$ cat config.mk
export PLATFORM = sky130hd
export DESIGN_NAME = twdkr_apb_regs
export DESIGN_NICKNAME = d
export VERILOG_FILES = /design/src/design/twdkr_pkg.sv /design/src/design/twdkr_apb_regs.sv
export SDC_FILE = /design/constraint.sdc
export NUM_CORES = 1
export LEC_CHECK = 0
export ABC_AREA = 1
export BUFFER_PORTS_ARGS = -buffer_cell sky130_fd_sc_hd__buf_2
export CAP_MARGIN = 10
export CORE_ASPECT_RATIO = 0.5
export CORE_MARGIN = 2
export CORE_UTILIZATION = 42
export DETAILED_ROUTE_END_ITERATION = 12
export MAX_ROUTING_LAYER = met4
export PLACE_DENSITY = 0.8
export SYNTH_ARGS = -nofsm -noshare
export SYNTH_HDL_FRONTEND = slang
export SYNTH_SLANG_ARGS = --single-unit
$ cat constraint.sdc
create_clock -name aclk -period 1.55 [get_ports aclk]
set_clock_uncertainty 0.15 [all_clocks]
set_input_delay 0.0775 -clock aclk [delete_from_list [all_inputs] [get_ports aclk]]
set_output_delay 0.0775 -clock aclk [all_outputs]
set_load 0.01 [all_outputs]
$ cat src/design/twdkr_pkg.sv
// ----------------------------------------------------------------------------
// twdkr_pkg
// Shared types and constants for the two-wheel duty kinematics ramp core.
// ----------------------------------------------------------------------------
package twdkr_pkg;

    // apb register map
    localparam int unsigned ADDR_W = 4;
    localparam int unsigned DATA_W = 32;

    typedef enum logic [1:0] {
        REG_WHEEL_LAYOUT = 2'd0,
        REG_SLEW_STEP    = 2'd1,
        REG_ACCEPT_ID    = 2'd2,
        REG_UNUSED       = 2'd3
    } reg_idx_t;

    // register reset values
    localparam logic        LAYOUT_RST    = 1'b1;
    localparam logic [15:0] SLEW_STEP_RST = 16'd32768;
    localparam logic [10:0] ACCEPT_ID_RST = 11'd1;

    // command frame length that is taken
    localparam logic [3:0] FRAME_LEN_CMD = 4'd6;

    // item operations
    typedef enum logic {
        OP_CMD  = 1'b0,
        OP_TICK = 1'b1
    } op_t;

    typedef struct packed {
        op_t                operation;
        logic [10:0]        frame_id;
        logic [3:0]         frame_len;
        logic signed [15:0] vx;
        logic signed [15:0] vy;
        logic signed [15:0] vr;
    } in_item_t;

    typedef struct packed {
        logic [14:0] fwd_duty_a;
        logic [14:0] rev_duty_a;
        logic [14:0] fwd_duty_b;
        logic [14:0] rev_duty_b;
        logic        frame_taken;
    } out_item_t;

    typedef struct packed {
        logic        wheel_layout;
        logic [15:0] slew_step;
        logic [10:0] accept_id;
    } cfg_t;

endpackage

$ cat src/design/twdkr_apb_regs.sv
// ----------------------------------------------------------------------------
// twdkr_apb_regs
// APB configuration registers: wheel layout, slew step and accepted frame id.
// ----------------------------------------------------------------------------
module twdkr_apb_regs (
    input  logic                       aclk,
    input  logic                       aresetn,
    input  logic                       psel,
    input  logic                       penable,
    input  logic                       pwrite,
    input  logic [twdkr_pkg::ADDR_W-1:0] paddr,
    input  logic [twdkr_pkg::DATA_W-1:0] pwdata,
    output logic [twdkr_pkg::DATA_W-1:0] prdata,
    output logic                       pready,
    output twdkr_pkg::cfg_t            cfg
);
    import twdkr_pkg::*;

    cfg_t     cfg_reg;
    reg_idx_t idx;
    logic     wr_en;

    assign idx    = reg_idx_t'(paddr[3:2]);
    assign wr_en  = psel && penable && pwrite;
    assign pready = 1'b1;
    assign cfg    = cfg_reg;

    always_ff @(posedge aclk) begin
        if (!aresetn) begin
            cfg_reg.wheel_layout <= LAYOUT_RST;
            cfg_reg.slew_step    <= SLEW_STEP_RST;
            cfg_reg.accept_id    <= ACCEPT_ID_RST;
        end else if (wr_en) begin
            unique case (idx)
                REG_WHEEL_LAYOUT: cfg_reg.wheel_layout <= pwdata[0];
                REG_SLEW_STEP:    cfg_reg.slew_step    <= pwdata[15:0];
                REG_ACCEPT_ID:    cfg_reg.accept_id    <= pwdata[10:0];
                default:          ;
            endcase
        end
    end

    always_comb begin
        prdata = '0;
        unique case (idx)
            REG_WHEEL_LAYOUT: prdata[0]     = cfg_reg.wheel_layout;
            REG_SLEW_STEP:    prdata[15:0]  = cfg_reg.slew_step;
            REG_ACCEPT_ID:    prdata[10:0]  = cfg_reg.accept_id;
            default:          prdata        = '0;
        endcase
    end

endmodule

# Word level (Yosys, flattened, before mapping)
# Index checks and enable logic that the tools add are counted.
totals:
  regBits: 28
  out_inout_bits: 61
classes:
  n_eq_ne: 2
  n_mux: 3
  reduce_logical: 6
ops:
  columns: ["operator", "n"]
  rows:
  - ["$pmux W10 S2", 1]
  - ["$reduce_and A2 Y1", 3]
  - ["$mux W5", 1]
  - ["$pmux W1 S3", 1]
  - ["$eq A2 B1 Y1 const B", 1]
  - ["$eq A2 B2 Y1 const B", 1]
  - ["$logic_and A1 B1 Y1", 2]
  - ["$logic_not A2 Y1", 1]

# Depth between registers and ports, before layout
depth:
  word_depth: 3
  depth_mapped: 7
  mapped_depth_nobuf: 6

# Worst setup path after synthesis
# No wires, ideal clock.
synth_timing:
  path_kind: "input -> output"
  start: "input port paddr[2] (netlist bit)"
  end: "output port prdata[10] (netlist bit)"
  t_arrival_ps: 950
  required_ps: 1322
  slack_ps: 372
  stages: 6
  n_path_buf: 2
  cell_sequence: "inv_1 -> ha_1 -> buf_2 -> buf_2 -> nand2_1 -> a21oi_1"
synth_between:
  elab_chain_cells: 2
synth_lines:
  columns: ["item", "line", "rtl"]
  rows:
  - ["from (decl)", "twdkr_apb_regs.sv:11", "input logic [twdkr_pkg::ADDR_W-1:0] paddr,"]
  - ["$eq A2 B2 Y1 / $eq A2 B1 Y1 (equally long branches)", "twdkr_apb_regs.sv:45", "unique case (idx)"]
  - ["$pmux W10 S2 (*)", "twdkr_apb_regs.sv:45", null]
  - ["to (decl)", "twdkr_apb_regs.sv:13", "output logic [twdkr_pkg::DATA_W-1:0] prdata,"]
# Every way passes the cells marked *; elsewhere a longest branch is shown, timed or not.

# Worst setup path in the final report
layout_timing:
  start: "input port paddr[3] (netlist bit)"
  end: "output port prdata[3] (netlist bit)"
# Same word-level chain as after synthesis.

==> results.md <==
* Placed instance count at 358
* Main area contributors after synthesis: dfxtp_1, nand2_1, nor2_1, buf_4, nand3_1
* Outcome: finished clean
* Root Driver: clkbuf_8
* Metal1 wirelength at 1570 um
* GPL Wtd Cong at 0.731
* Sink Count at 28
* Antenna viol nets, final at 0
* Post-synth top cells: nand2_1, nor2_1, nand3_1
* Area delta synth->final at 32.4%
* Area share of the largest cell type after synthesis at 35.4%
* Max_cap viols at 0
* Via density at 4.56
* Final worst path period need at 1350 ps
* DR WL/cell at 10.5 um
* Max Fclk at 0.743 GHz
* Met2 routed WL at 2030 um
* Iter 0 DRT Violations at 63
* Yosys warning total at 0
* Gr ovfl total at 0
* Max Used Layer: met4
* Post-synth cell types at 17
* Final Cycle Share at 86.8%
* Final setup TNS at 0 ps
* Total GRT Usage at 18.7%
* Power Dens Cells at 692 nW/um^2
* I/O pin cnt at 102
* Total CTS buffers at 3
* I/O Buffers at 66
* CTS tree: done
* Vias in the first global route at 1,431
* Nets at 372
* Largest net degree at the start of global routing at 29
* Unrepaired setup endpoints after global routing: no
* Initial Util at 44.9%
* Final instance area at 2100 um^2
* Mean Syn Cell Area at 6.41 um^2
* Leakage at 1.15 nW
* Core box area at 3530 um^2
* Register area share after synthesis at 35.4%
* Die width at 90.9 um
* Worst vdd ir at 0.338 mV
* Count leader, synth: nand2_1
* Yosys top cell by area: dfxtp_1
* DRC at 0
* Initial antenna violation count at 0
* # H-tree levels at 1
* Slew Viols, Final at 0
* Crit path DAT at 1120 ps
* Filler instances at 312
* Worst Setup Path Type: in2out
* Met3 WL at 285 um
* Die height at 47.4 um
* Via count at 1,713
* Final hold violations at 0
* CP Launch Type: input pin
* Routed wire length at 3960 um
* Synth Flop Type: dfxtp_1
* FFs w/ async S/R, synth at 0%
* Clock buffer depth at 2
* Final setup viols at 0
* DRT Pass-1 Iters at 4
* Die area at 4310 um^2
* Post-DP Area at 1900 um^2
* Detail Placement HPWL at 2760 um
* Post_cts resized at 0
* WP data required at 1320 ps
* Critical Path End Type: primary output
* Fin cells at 376
* Min-delay worst type: in2reg
* Mapped Cells at 247
* CP Max Fanout at 16
* Global-route wire length before repair at 6100 um
* Share of cells above drive strength 1 at 25.2%
* Yosys reg bits at 28
* Ant. Diodes at 0
* EDFF count, synth at 0
* Cell area after synthesis at 1580 um^2
* Site row count at 15
* Worst-path clk slew at 90 ps
* Largest register FFs at 28
* Later-pin clock latency in the skew report at 270 ps
[layout by cell type (no fill, tap or decap)]
master          n
conb_1         17
inv_2           1
inv_1          26
buf_4           8
dfxtp_1        28
nand3_2         1
buf_2          66
clkinv_1        1
nor2_1         51
ha_1            5
nor2_4          2
a21oi_1        10
dlygate4sd3_1  14
clkbuf_8        4
nand3_1        30
o21ai_0         2
nand2_1        59
[report_power, final]
group / switching [mW] / internal (mW) / leakage [nW] / total [mW]
clock: 0.222 / 0.227 / 0.0288 / 0.449
combinational: 0.152 / 0.104 / 0.893 / 0.256
sequential: 0.0113 / 0.735 / 0.227 / 0.746
total: 0.385 / 1.07 / 1.15 / 1.45
[cells by family after synthesis]
family | Yosys count | share of synthesized area, %
AO/OA/AOI/OAI | 12 | 3.79
adder cells (fa/ha/maj) | 5 | 3.95
buffers and inverters | 57 | 18.8
flip-flops | 28 | 35.4
other | 2 | 0.474
AND/OR/NAND/NOR | 143 | 37.6
[per-layer routing]
layer	GRT usage, %	vias to the layer above
met2	35.2	66
met4	6.97	0
met1	20.1	775
met5	-	-
met3	5.20	8
li1	-	864
[worst paths after layout]
check	cells after the start	slack (ps)	endpoint	startpoint
setup / recovery	7	200	prdata[3]	paddr[3]
hold reg to reg	2	340	cfg[27]	cfg[27]
hold / removal	5	9	cfg[8]	pwdata[8]
setup reg to reg	2	750	cfg[26]	cfg[26]
[metrics by stage]
step                      power (mW)  hold slack (ps)  utilization (%)  setup slack (ps)
after global routing            1.53             13.6             59.4              84.0
after floorplan                0.937             53.7                -               372
after global placement         0.984              140             53.9               214
after detailed placement       0.990              152             53.9               189
final                           1.45             8.79             59.4               204
after CTS                       1.46             8.49             59.4               199
[area by class of cell]
type / count / area [um^2] / share of cell area (%)
Clock buffer: 4 / 55.1 / 2.63
Inverter: 28 / 105 / 5.01
Multi-Input combinational cell: 177 / 782 / 37.3
Sequential cell: 28 / 561 / 26.7
Tap cell: 51 / 63.8 / 3.04
Timing Repair Buffer: 88 / 531 / 25.3
[worst max-delay path, stage by stage]
cell and delay, ps:
buf_2 120, inv_1 70, ha_1 230, buf_4 240, nand2_1 80, a21oi_1 150
buf_2 150
[repair_timing]
item                                   4_1_cts  5_1_grt
hold buffers                                14        0
endpoints found under the hold margin       20        0
setup buffers                                0        0
Note: power is estimated with default switching activity, not from simulation.
